### src/sv/far_pkg.sv
// fraction add / multiply / reduce: shared types and constants
// no dependencies; imported by every module of the block
`default_nettype none

package far_pkg;

    localparam int OPERAND_BITS_DEF = 16;
    localparam int RES_NUM_BITS     = 33;
    localparam int RES_DEN_BITS     = 31;

    typedef enum logic [2:0] {
        S_IDLE,
        S_MUL,
        S_SUM,
        S_ABS,
        S_GCD,
        S_DIV,
        S_DONE
    } t_state;

    typedef struct packed {
        logic load;
        logic step;
    } t_seq_ctl;

endpackage

`default_nettype wire

### src/sv/far_mul.sv
// bit-serial shift-add multiplier for unsigned magnitudes, one multiplier bit per step
// depends on far_pkg (t_seq_ctl)
`default_nettype none

module far_mul import far_pkg::*; #(
    parameter int W = OPERAND_BITS_DEF
) (
    input  logic             i_clk,
    input  t_seq_ctl         i_ctl,
    input  logic [W-1:0]     i_mcand,
    input  logic [W-1:0]     i_mplier,
    output logic [2*W-1:0]   o_prod
);

    logic [W-1:0] r_mcand;
    logic [W-1:0] r_hi;
    logic [W-1:0] r_lo;
    logic [W-1:0] n_hi;
    logic [W-1:0] n_lo;
    logic [W:0]   w_sum;

    always_comb begin
        w_sum = {1'b0, r_hi} + (r_lo[0] ? {1'b0, r_mcand} : {(W+1){1'b0}});
        n_hi  = w_sum[W:1];
        n_lo  = {w_sum[0], r_lo[W-1:1]};
    end

    always_ff @(posedge i_clk) begin
        if (i_ctl.load) begin
            r_mcand <= i_mcand;
            r_hi    <= '0;
            r_lo    <= i_mplier;
        end else if (i_ctl.step) begin
            r_hi <= n_hi;
            r_lo <= n_lo;
        end
    end

    assign o_prod = {r_hi, r_lo};

endmodule

`default_nettype wire

### src/sv/far_gcd.sv
// binary gcd, one shift or subtract-and-shift per step
// strips common factors of two first and keeps the stripped operands as dividends
// depends on far_pkg (t_seq_ctl)
`default_nettype none

module far_gcd import far_pkg::*; #(
    parameter int N = 2 * OPERAND_BITS_DEF
) (
    input  logic         i_clk,
    input  logic         i_rst_n,
    input  t_seq_ctl     i_ctl,
    input  logic [N-1:0] i_a,
    input  logic [N-1:0] i_b,
    output logic         o_done,
    output logic [N-1:0] o_gcd,
    output logic [N-1:0] o_a_red,
    output logic [N-1:0] o_b_red
);

    logic [N-1:0] r_a;
    logic [N-1:0] r_b;
    logic [N-1:0] r_a0;
    logic [N-1:0] r_b0;
    logic         r_pre;
    logic         r_done;
    logic [N:0]   w_dab;
    logic [N:0]   w_dba;
    logic         w_run;
    logic         w_any_odd;

    assign w_dab     = {1'b0, r_a} - {1'b0, r_b};
    assign w_dba     = {1'b0, r_b} - {1'b0, r_a};
    assign w_run     = i_ctl.step && !r_done;
    assign w_any_odd = r_a[0] | r_b[0];

    always_ff @(posedge i_clk) begin
        if (!i_rst_n) begin
            r_done <= 1'b0;
            r_pre  <= 1'b0;
        end else if (i_ctl.load) begin
            r_done <= 1'b0;
            r_pre  <= 1'b1;
        end else if (w_run) begin
            if (r_pre) begin
                if (w_any_odd) begin
                    r_pre <= 1'b0;
                end
            end else if (r_a == r_b) begin
                r_done <= 1'b1;
            end
        end
    end

    always_ff @(posedge i_clk) begin
        if (i_ctl.load) begin
            r_a <= i_a;
            r_b <= i_b;
        end else if (w_run) begin
            if (r_pre) begin
                if (!w_any_odd) begin
                    r_a <= r_a >> 1;
                    r_b <= r_b >> 1;
                end else begin
                    r_a0 <= r_a;
                    r_b0 <= r_b;
                end
            end else if (r_a != r_b) begin
                if (!r_a[0]) begin
                    r_a <= r_a >> 1;
                end else if (!r_b[0]) begin
                    r_b <= r_b >> 1;
                end else if (!w_dab[N]) begin
                    r_a <= w_dab[N:1];
                end else begin
                    r_b <= w_dba[N:1];
                end
            end
        end
    end

    assign o_done  = r_done;
    assign o_gcd   = r_a;
    assign o_a_red = r_a0;
    assign o_b_red = r_b0;

endmodule

`default_nettype wire

### src/sv/far_div.sv
// restoring divider, one quotient bit per step
// depends on far_pkg (t_seq_ctl)
`default_nettype none

module far_div import far_pkg::*; #(
    parameter int N = 2 * OPERAND_BITS_DEF
) (
    input  logic         i_clk,
    input  t_seq_ctl     i_ctl,
    input  logic [N-1:0] i_dividend,
    input  logic [N-1:0] i_divisor,
    output logic [N-1:0] o_quo
);

    logic [N-1:0] r_dvsr;
    logic [N-1:0] r_rem;
    logic [N-1:0] r_quo;
    logic [N-1:0] n_rem;
    logic [N-1:0] n_quo;
    logic [N:0]   w_trial;
    logic [N:0]   w_diff;
    logic         w_ge;

    always_comb begin
        w_trial = {r_rem, r_quo[N-1]};
        w_diff  = w_trial - {1'b0, r_dvsr};
        w_ge    = !w_diff[N];
        n_rem   = w_ge ? w_diff[N-1:0] : w_trial[N-1:0];
        n_quo   = {r_quo[N-2:0], w_ge};
    end

    always_ff @(posedge i_clk) begin
        if (i_ctl.load) begin
            r_dvsr <= i_divisor;
            r_rem  <= '0;
            r_quo  <= i_dividend;
        end else if (i_ctl.step) begin
            r_rem <= n_rem;
            r_quo <= n_quo;
        end
    end

    assign o_quo = r_quo;

endmodule

`default_nettype wire

### src/sv/fraction_add_multiply_reduce_top.sv
// fraction add / multiply with gcd reduction, top level and sequencer
// depends on far_pkg, far_mul, far_gcd, far_div
//
//   channel   direction   handshake                  payload
//   in        request     i_in_valid / o_in_ready    i_req_type, i_num_a, i_den_a,
//                                                    i_num_b, i_den_b
//   out       result      o_out_valid / i_out_ready  o_res_num, o_res_den, o_invalid
//
// one request at a time; the serial multiplies and the sum, then the binary gcd loop
// (data dependent), then the serial dividers and the output register
// a zero denominator goes straight to the output, a zero result skips gcd and dividers
// synchronous active-low reset clears the sequencer and the output valid
// a finished result waits in the sequencer while the output register is still full
`default_nettype none

module fraction_add_multiply_reduce_top import far_pkg::*; #(
    parameter int OPERAND_BITS = OPERAND_BITS_DEF
) (
    input  logic                           i_clk,
    input  logic                           i_rst_n,
    input  logic                           i_in_valid,
    output logic                           o_in_ready,
    input  logic                           i_req_type,
    input  logic signed [OPERAND_BITS-1:0] i_num_a,
    input  logic signed [OPERAND_BITS-1:0] i_den_a,
    input  logic signed [OPERAND_BITS-1:0] i_num_b,
    input  logic signed [OPERAND_BITS-1:0] i_den_b,
    output logic                           o_out_valid,
    input  logic                           i_out_ready,
    output logic signed [RES_NUM_BITS-1:0] o_res_num,
    output logic [RES_DEN_BITS-1:0]        o_res_den,
    output logic                           o_invalid
);

    localparam int W  = OPERAND_BITS;
    localparam int N  = 2 * W;
    localparam int CW = $clog2(N + 1);
    localparam int XW = (N + 1 > RES_NUM_BITS) ? N + 1 : RES_NUM_BITS;

    t_state  r_state;
    t_state  n_state;
    logic [CW-1:0] r_cnt;
    logic [CW-1:0] n_cnt;
    logic          r_out_valid;

    logic          r_mul;
    logic          r_inv;
    logic          r_zero;
    logic          r_neg;
    logic          r_s1;
    logic          r_s2;
    logic          r_sd;
    logic [N:0]    r_rn;
    logic signed [RES_NUM_BITS-1:0] r_res_num;
    logic [RES_DEN_BITS-1:0]        r_res_den;
    logic          r_res_inv;

    t_seq_ctl      w_mul_ctl;
    t_seq_ctl      w_gcd_ctl;
    t_seq_ctl      w_div_ctl;
    logic          w_in_ready;
    logic          w_accept;
    logic          w_out_load;
    logic          w_den_zero;

    logic [W-1:0]  w_ma;
    logic [W-1:0]  w_mb;
    logic [W-1:0]  w_mda;
    logic [W-1:0]  w_mdb;
    logic [N-1:0]  w_p1;
    logic [N-1:0]  w_p2;
    logic [N-1:0]  w_p3;
    logic [N:0]    w_x1;
    logic [N:0]    w_x2;
    logic [N:0]    w_neg_rn;
    logic [N-1:0]  w_mn;
    logic          w_gcd_done;
    logic [N-1:0]  w_gcd;
    logic [N-1:0]  w_a_red;
    logic [N-1:0]  w_b_red;
    logic [N-1:0]  w_qn;
    logic [N-1:0]  w_qd;
    logic [XW-1:0] w_qn_ext;
    logic [XW-1:0] w_qd_ext;
    logic [XW-1:0] w_sn;

    // operand magnitudes
    assign w_ma  = i_num_a[W-1] ? W'(-i_num_a) : W'(i_num_a);
    assign w_mb  = i_num_b[W-1] ? W'(-i_num_b) : W'(i_num_b);
    assign w_mda = i_den_a[W-1] ? W'(-i_den_a) : W'(i_den_a);
    assign w_mdb = i_den_b[W-1] ? W'(-i_den_b) : W'(i_den_b);

    assign w_den_zero = (i_den_a == '0) || (i_den_b == '0);
    assign w_accept   = i_in_valid && w_in_ready;

    far_mul #(.W(W)) u_mul1 (
        .i_clk    (i_clk),
        .i_ctl    (w_mul_ctl),
        .i_mcand  (w_ma),
        .i_mplier (i_req_type ? w_mb : w_mdb),
        .o_prod   (w_p1)
    );

    far_mul #(.W(W)) u_mul2 (
        .i_clk    (i_clk),
        .i_ctl    (w_mul_ctl),
        .i_mcand  (w_mb),
        .i_mplier (w_mda),
        .o_prod   (w_p2)
    );

    far_mul #(.W(W)) u_mul3 (
        .i_clk    (i_clk),
        .i_ctl    (w_mul_ctl),
        .i_mcand  (w_mda),
        .i_mplier (w_mdb),
        .o_prod   (w_p3)
    );

    // signed raw numerator terms
    assign w_x1     = r_s1 ? -{1'b0, w_p1} : {1'b0, w_p1};
    assign w_x2     = r_s2 ? -{1'b0, w_p2} : {1'b0, w_p2};
    assign w_neg_rn = -r_rn;
    assign w_mn     = r_rn[N] ? w_neg_rn[N-1:0] : r_rn[N-1:0];

    far_gcd #(.N(N)) u_gcd (
        .i_clk   (i_clk),
        .i_rst_n (i_rst_n),
        .i_ctl   (w_gcd_ctl),
        .i_a     (w_mn),
        .i_b     (w_p3),
        .o_done  (w_gcd_done),
        .o_gcd   (w_gcd),
        .o_a_red (w_a_red),
        .o_b_red (w_b_red)
    );

    far_div #(.N(N)) u_div_num (
        .i_clk      (i_clk),
        .i_ctl      (w_div_ctl),
        .i_dividend (w_a_red),
        .i_divisor  (w_gcd),
        .o_quo      (w_qn)
    );

    far_div #(.N(N)) u_div_den (
        .i_clk      (i_clk),
        .i_ctl      (w_div_ctl),
        .i_dividend (w_b_red),
        .i_divisor  (w_gcd),
        .o_quo      (w_qd)
    );

    assign w_qn_ext = {{(XW-N){1'b0}}, w_qn};
    assign w_qd_ext = {{(XW-N){1'b0}}, w_qd};
    assign w_sn     = r_neg ? -w_qn_ext : w_qn_ext;

    always_comb begin
        n_state    = r_state;
        n_cnt      = r_cnt;
        w_mul_ctl  = '0;
        w_gcd_ctl  = '0;
        w_div_ctl  = '0;
        w_in_ready = 1'b0;
        w_out_load = 1'b0;
        unique case (r_state)
            S_IDLE: begin
                w_in_ready = 1'b1;
                if (i_in_valid) begin
                    if (w_den_zero) begin
                        n_state = S_DONE;
                    end else begin
                        w_mul_ctl.load = 1'b1;
                        n_cnt          = '0;
                        n_state        = S_MUL;
                    end
                end
            end
            S_MUL: begin
                w_mul_ctl.step = 1'b1;
                n_cnt          = r_cnt + 1'b1;
                if (r_cnt == CW'(W - 1)) begin
                    n_state = S_SUM;
                end
            end
            S_SUM: begin
                n_state = S_ABS;
            end
            S_ABS: begin
                if (r_rn == '0) begin
                    n_state = S_DONE;
                end else begin
                    w_gcd_ctl.load = 1'b1;
                    n_state        = S_GCD;
                end
            end
            S_GCD: begin
                w_gcd_ctl.step = 1'b1;
                if (w_gcd_done) begin
                    w_div_ctl.load = 1'b1;
                    n_cnt          = '0;
                    n_state        = S_DIV;
                end
            end
            S_DIV: begin
                w_div_ctl.step = 1'b1;
                n_cnt          = r_cnt + 1'b1;
                if (r_cnt == CW'(N - 1)) begin
                    n_state = S_DONE;
                end
            end
            S_DONE: begin
                if (!r_out_valid || i_out_ready) begin
                    w_out_load = 1'b1;
                    n_state    = S_IDLE;
                end
            end
            default: begin
                n_state = S_IDLE;
            end
        endcase
    end

    always_ff @(posedge i_clk) begin
        if (!i_rst_n) begin
            r_state     <= S_IDLE;
            r_cnt       <= '0;
            r_out_valid <= 1'b0;
        end else begin
            r_state <= n_state;
            r_cnt   <= n_cnt;
            if (w_out_load) begin
                r_out_valid <= 1'b1;
            end else if (i_out_ready) begin
                r_out_valid <= 1'b0;
            end
        end
    end

    always_ff @(posedge i_clk) begin
        if (w_accept) begin
            r_mul  <= i_req_type;
            r_inv  <= w_den_zero;
            r_zero <= 1'b0;
            r_s1   <= i_num_a[W-1] ^ (i_req_type ? i_num_b[W-1] : i_den_b[W-1]);
            r_s2   <= i_num_b[W-1] ^ i_den_a[W-1];
            r_sd   <= i_den_a[W-1] ^ i_den_b[W-1];
        end
        if (r_state == S_SUM) begin
            r_rn <= r_mul ? w_x1 : w_x1 + w_x2;
        end
        if (r_state == S_ABS) begin
            r_zero <= (r_rn == '0);
            r_neg  <= r_rn[N] ^ r_sd;
        end
        if (w_out_load) begin
            r_res_inv <= r_inv;
            if (r_inv) begin
                r_res_num <= '0;
                r_res_den <= '0;
            end else if (r_zero) begin
                r_res_num <= '0;
                r_res_den <= RES_DEN_BITS'(1);
            end else begin
                r_res_num <= w_sn[RES_NUM_BITS-1:0];
                r_res_den <= w_qd_ext[RES_DEN_BITS-1:0];
            end
        end
    end

    assign o_in_ready  = w_in_ready;
    assign o_out_valid = r_out_valid;
    assign o_res_num   = r_res_num;
    assign o_res_den   = r_res_den;
    assign o_invalid   = r_res_inv;

endmodule

`default_nettype wire
### config.mk
export PLATFORM = sky130hd
export DESIGN_NAME = fraction_add_multiply_reduce_top
export DESIGN_NICKNAME = d
export VERILOG_FILES = /design/src/sv/far_pkg.sv /design/src/sv/far_mul.sv /design/src/sv/far_gcd.sv /design/src/sv/far_div.sv /design/src/sv/fraction_add_multiply_reduce_top.sv
export SDC_FILE = /design/constraint.sdc
export NUM_CORES = 2
export LEC_CHECK = 0
export BUFFER_PORTS_ARGS = -buffer_cell sky130_fd_sc_hd__buf_2
export CAP_MARGIN = 30
export CORE_ASPECT_RATIO = 1.1
export CORE_MARGIN = 3
export CORE_UTILIZATION = 50
export CTS_CLUSTER_DIAMETER = 80
export DETAILED_ROUTE_END_ITERATION = 8
export PLACE_DENSITY = 0.65
export SKIP_LAST_GASP = 1
export SLEW_MARGIN = 25
export SYNTH_ARGS = -nofsm -noshare
export SYNTH_HDL_FRONTEND = slang
export SYNTH_SLANG_ARGS = --single-unit
### constraint.sdc
create_clock -name i_clk -period 7 [get_ports i_clk]
set_clock_uncertainty 0.2 [all_clocks]
set_input_delay 0.7 -clock i_clk [delete_from_list [all_inputs] [get_ports i_clk]]
set_output_delay 0.7 -clock i_clk [all_outputs]
set_load 0.005 [all_outputs]
=== Yosys cells after proc, flatten, opt, wreduce, memory -nomap -nowiden ===
Index checks and enable logic that the tools add are counted.

* $add $sub $neg: 17
* Equal/unequal tests: 20
* Mux-type cells: 76
* Bitwise gates (word level): 9
* Reduce and logical (&&, ||, !) cells: 32

{| class="wikitable"
|+ Operators with widths
! kind !! count
|-
| $mux W32 || 24
|-
| $mux W16 || 13
|-
| $mux W33 || 3
|-
| $neg A32 Y33 || 3
|-
| $sub A32 B32 Y33 || 2
|-
| $sub A33 B32 Y33 || 2
|-
| $neg A16 Y16 || 4
|-
| $add A16 B17 Y17 || 3
|-
| $add A33 B33 Y33 || 1
|-
| $logic_not A33 Y1 || 1
|-
| $eq A32 B32 Y1 || 1
|-
| $logic_not A16 Y1 || 2
|-
| $ne A32 B32 Y1 || 1
|-
| $neg A32 Y32 || 1
|-
| $mux W1 || 23
|-
| $pmux W3 S7 || 1
|-
| $mux W3 || 6
|-
| $mux W6 || 3
|-
| $pmux W6 S3 || 1
|-
| $mux W15 || 1
|-
| $reduce_and A5 Y1 || 3
|-
| $ne A4 B3 Y1 const B || 3
|-
| $reduce_and A4 Y1 || 3
|-
| $ne A2 B2 Y1 const B || 5
|-
| other kinds (21) || 44
|}

* Bits in registers: 549
* Bits of input ports: 69
* Output and inout bits: 67
* Logic and storage cells: 193

=== Logic depth before layout (Yosys ltp) ===
* Depth in word-level cells: 8
* Depth in mapped cells: 18
* Gate-level depth less buffers: 17

=== Hierarchy ===
From an unflattened synthesis, not the netlist that was laid out.

* Cells, all modules: 3,912
* Area, all modules: 38,592.0 µm²

{| class="wikitable"
|+ Modules (own cells, without submodules)
! module !! instances !! cells an instance !! area each (µm²) !! sequential area each (µm²)
|-
| fraction_add_multiply_reduce_top || 1 || 1,131 || 10,192.3 || 3,353.2
|-
| far_gcd || 1 || 946 || 8,994.9 || 3,883.7
|-
| far_mul || 3 || 228 || 2,592.5 || 1,281.2
|-
| far_div at u_div_num || 1 || 559 || 5,818.1 || 2,562.5
|-
| far_div at u_div_den || 1 || 592 || 5,809.3 || 2,562.5
|}

=== Least setup slack after synthesis ===
No wires, ideal clock.

* Path type: reg2reg
* Start point: reg u_gcd.r_a[2], in the netlist u_gcd.o_gcd[2]
* End point: reg u_gcd.r_b[10], enable pin
* Library setup time: 462 ps
* Arrival: 5,032 ps
* Data required time: 6,338 ps
* Path slack: 1,306 ps
* Cell stages (with the launch flop): 13
* Buffers on the path: 1
* Period minus slack after synthesis: 5,694 ps
* Cells stage by stage: edfxtp_1 > ha_1 > nor2b_1 > o21ai_0 > a21boi_0 > o21ai_0 > a21oi_1 > a221oi_1 > o21ai_0 > o211ai_1 > clkbuf_1 > a21oi_1 > o21ai_0

* Cells in the longest elaborated chain, start to end: 3
* Elaborated cells on any way between the ends: 5
* Those cells by class: add/sub (1); eq/ne (2); reduce/logical (2)

{| class="wikitable"
|+ Ends and longest elaborated chain
! what !! RTL line !! text
|-
| from (decl) || far_gcd.sv:20 || <nowiki>logic [N-1:0] r_a;</nowiki>
|-
| from (signal assigned) || far_gcd.sv:56 || <nowiki>r_a <= i_a;</nowiki>
|-
| from (signal assigned) || far_gcd.sv:61 || <nowiki>r_a <= r_a >> 1;</nowiki>
|-
| from (signal assigned) || far_gcd.sv:69 || <nowiki>r_a <= r_a >> 1;</nowiki>
|-
| $sub A32 B32 Y33 or $ne A32 B32 Y1 (tied branches) || far_gcd.sv:31, far_gcd.sv:67 ||
|-
| $ne A4 B3 Y1 (no line) or $reduce_bool A3 Y1 (tied branches) || - ||
|-
| $reduce_and A5 Y1 (no line) * || - ||
|-
| to (signal assigned) || far_gcd.sv:57 || <nowiki>r_b <= i_b;</nowiki>
|-
| to (signal assigned) || far_gcd.sv:62 || <nowiki>r_b <= r_b >> 1;</nowiki>
|-
| to (signal assigned) || far_gcd.sv:71 || <nowiki>r_b <= r_b >> 1;</nowiki>
|-
| to (decl) || far_gcd.sv:21 || <nowiki>logic [N-1:0] r_b;</nowiki>
|}

Mark *: on every way between the ends. The rest lies on a longest branch, timed or not.
A chain may end at the register's enable or synchronous reset.

=== Final worst setup path ===
* Start point: reg u_mul1.r_lo[0]
* End point: reg r_rn[32], data pin

* Cells in the longest elaborated chain, start to end: 4

{| class="wikitable"
|+ Ends and longest elaborated chain
! what !! RTL line !! text
|-
| from (decl) || far_mul.sv:17 || <nowiki>logic [W-1:0] r_lo;</nowiki>
|-
| from (signal assigned) || far_mul.sv:32 || <nowiki>r_lo <= i_mplier;</nowiki>
|-
| from (signal assigned) || far_mul.sv:35 || <nowiki>r_lo <= n_lo;</nowiki>
|-
| $neg A32 Y33 || fraction_add_multiply_reduce_top.sv:121 || <nowiki>assign w_x1 = r_s1 ? -{1'b0, w_p1} : {1'b0, w_p1};</nowiki>
|-
| $mux W33 * || fraction_add_multiply_reduce_top.sv:121 ||
|-
| $add A33 B33 Y33 || fraction_add_multiply_reduce_top.sv:250 || <nowiki>r_rn <= r_mul ? w_x1 : w_x1 + w_x2;</nowiki>
|-
| $mux W33 * || fraction_add_multiply_reduce_top.sv:250 ||
|-
| to (signal assigned) || fraction_add_multiply_reduce_top.sv:250 ||
|-
| to (decl) || fraction_add_multiply_reduce_top.sv:53 || <nowiki>logic [N:0] r_rn;</nowiki>
|}

Marked as above.

==> summary.md <==
| Metric | Value |
|---|---|
| # H-tree levels | 2 |
| Fmax | 0.179 GHz |
| Die area | 0.0735 mm² |
| Min Tclk post-route | 5.60 ns |
| Die Width | 259 µm |
| RSZ-0062 raised after global routing | false |
| Power per Cell Area | 316 mW/mm² |
| Clk sinks | 549 |
| CP startpoint kind | register |
| Logic pwr share | 0.356 |
| Postcts setup bufs | 0 |
| CP max stage delay | 0.79 ns |
| Routed Antenna Nets | 0 |
| Hold crit path type | in2reg |
| Post-synth top cells | nand2_1 (535), edfxtp_1 (425), o21ai_0 (320), nor2_1 (220), a21oi_1 (219) |
| Worst slew margin relative to its limit | 0.355 |
| Clock power share | 0.266 |
| Final setup vio count | 0 |
| Clock transition at path regs | 0.06 ns |
| Floorplan row count | 101 |
| Largest net degree at the start of global routing | 90 |
| Synth top area cells | edfxtp_1 (36%), ha_1 (7.7%), dfxtp_1 (7.1%) |
| Post-synth top area share | 0.363 |
| Number of antenna violations at the first check in global routing | 0 |
| Post-synth net total | 4,068 |
| Critical path data arrival time | 5.75 ns |
| Clock Latency Late Sink | 0.62 ns |
| Root Buffer | clkbuf_16 |
| Layout area overhead | 10.1% |
| Leakage | 15.4 nW |
| Hold WS | 0.103 ns |
| CTS tree | yes |
| DP HPWL | 70,600 µm |
| Final setup TNS | 0 ns |
| Initial Util | 0.506 |
| Required time of the critical path | 7.15 ns |
| Worst-Margin Slew | 0.967 ns |
| Routed WL | 92,100 µm |
| Crit path kind | reg2reg |
| Final hold violation count | 0 |
| Count leader, synth | nand2_1 |
| Cell Chain, Critical Path | inv_1 -> ha_1 -> nand2_1 -> o21ai_0 -> fa_1 -> a211o_1 -> a2111oi_0 -> nor3_1 -> o21ai_0 -> a311o_1 -> a2111oi_0 -> o22ai_1 -> o41a_1 -> xor2_1 -> nor2_1 -> xnor2_1 |
| Die height | 284 µm |
| Hold-fix buffers, CTS | 0 |
| TritonCTS Buffers | 57 |
| Layout cells sized above 1 | 0.0900 |
| Internal | 7.85 mW |
| Synth warn | 0 |
| Ports | 136 |
| Register area share after synthesis | 0.434 |
| Vias in the first global route | 26,516 |
| Post-Syn Instances | 3,774 |
| Ys flop type | edfxtp_1 |
| CTS resizes | 0 |
| First-pass detailed-route iteration total | 7 |
| Syn Area/Cell | 9.31 µm² |
| First-pass GRT wire length | 146,000 µm |
| Fraction of power consumed by sequential logic | 0.378 |
| Ys async rst share | 0 |
| Final slew viol count | 0 |
| Crit path capture type | register |
| Drt drc | 0 |
| Cell taking the most area after synthesis | edfxtp_1 |
| Remaining Overflow, GRT | 0 |
| Total GRT Usage | 0.248 |
| Worst Path Max Fanout | 21 |
| P_sw | 4.37 mW |
| Nets | 4,134 |
| Distinct cells, synth | 78 |
| Core Region | 0.0694 mm² |
| Drt wl/cell | 19.1 µm |
| Slowest CP cell | edfxtp_1 |
| ANT cells | 0 |
| #FFs+latches synth | 549 |
| Post-synth EDFFs | 425 |
| Max-Cap Viols | 0 |
| DRT iter0 DRCs | 2,229 |
| Post-Synthesis Cell Area | 0.0351 mm² |
| Vias post-DR | 27,665 |
| Max Root-Sink Buffers | 3 |
| PortBufs | 135 |
| Period utilization | 0.799 |
| Gp weighted congestion | 0.958 |
| Peak VDD IR | 0.000296 V |
| DR vias/cell | 5.75 |
| Sw Ratio | 0.358 |
| Outcome | completed |
-- critical path, delay by kind of cell, from the launching register on --
kind / cells / cell delay (ns)
buf+inv: 1 / 0.14
simple gates: 3 / 0.31
fa+ha+maj: 2 / 0.87
compound gates: 8 / 2.71
flops: 1 / 0.79
xor+xnor: 2 / 0.31
-- layout by cell type (no fill, tap or decap), types with 11 or more instances in the layout --
cell type	count
xor2_1	125
or4_1	27
o21ai_0	318
o21bai_1	24
a221oi_1	18
a2111oi_0	11
dfxtp_1	124
nor2_1	217
clkinv_2	16
xnor2_1	216
mux2i_1	30
mux2_2	14
a21o_1	73
inv_1	198
a21oi_1	219
edfxtp_1	425
a21boi_0	18
o31ai_1	64
buf_2	135
nand4_1	22
nand2b_1	43
nor2b_1	31
o41ai_1	27
nand3_1	118
or3_1	34
o21a_1	30
nand2_1	533
and2_1	88
or2_2	17
and3_1	14
ha_1	217
a22oi_1	19
a211oi_1	22
buf_4	33
nor4_1	21
a31oi_1	34
nor3_1	69
clkbuf_16	58
-- metrics by stage --
stage	cell area (µm²)	util	instances	worst slack (ns)	total power, mW
2_1_floorplan	35100	-	3774	1.31	7.88
3_3_place_gp	36600	0.528	4706	1.53	8.96
3_5_place_dp	36700	0.529	4708	1.49	8.99
4_1_cts	38700	0.558	4814	1.46	12.3
5_1_grt	38700	0.558	4814	1.02	13.0
6_report	38700	0.558	4814	1.40	12.2
-- cells by family after synthesis --
family | Yosys count | share of synthesized area
compound gates | 980 | 0.178
xor+xnor | 343 | 0.0855
fa+ha+maj | 225 | 0.0818
buf+inv | 363 | 0.0400
flops | 549 | 0.434
mux | 44 | 0.0130
simple gates | 1270 | 0.168
-- metal layers --
metal | part of all wire | GRT usage | up-vias
li1 | - | - | 13723
met1 | 0.43 | 0.320 | 13052
met2 | 0.49 | 0.436 | 716
met3 | 0.044 | 0.0258 | 174
met4 | 0.035 | 0.0812 | 0
met5 | 0 | 0 | -
-- power by group through the flow --
stage               registers, mW  clock network (mW)  logic [mW]
floorplan                    4.41                   0        3.46
global placement             4.68                   0        4.29
detailed placement           4.68                   0        4.31
CTS                          4.61                3.32        4.34
global route                 4.67                3.46        4.91
finish                       4.62                3.25        4.35
-- sequential cells by signal, summed over array words and instances, names as in the netlist, 31 cells and up --
register	cells
u_gcd.o_a_red	32
u_div_den.r_dvsr	32
u_div_num.o_quo	32
r_rn	33
u_div_den.o_quo	32
u_div_num.r_rem	32
o_res_num	33
u_gcd.o_b_red	32
o_res_den	31
u_gcd.r_b	32
u_div_den.r_rem	32
u_gcd.o_gcd	32
-- path summary, 6_finish.rpt --
check | cells after the start | start | slack (ns) | endpoint
worst max-delay path | 16 | u_mul1.r_lo[0] | 1.40 | r_rn[32]
worst min-delay path | 1 | i_num_a[0] | 0.10 | u_mul1.r_mcand[0]
worst max register to register | 16 | u_mul1.r_lo[0] | 1.40 | r_rn[32]
worst min register to register | 2 | u_div_num.r_rem[11] | 0.27 | u_div_num.r_rem[11]
-- layout make-up --
class,count,area (µm²)
Timing Repair Buffer,169,938
Tap cell,927,1160
Fill cell,6206,30700
Inverter,201,757
Multi-Input combinational cell,2862,18600
Clock inverter,40,478
Sequential cell,549,15200
Clock buffer,66,1530
Note: power is estimated with default switching activity, not from simulation.
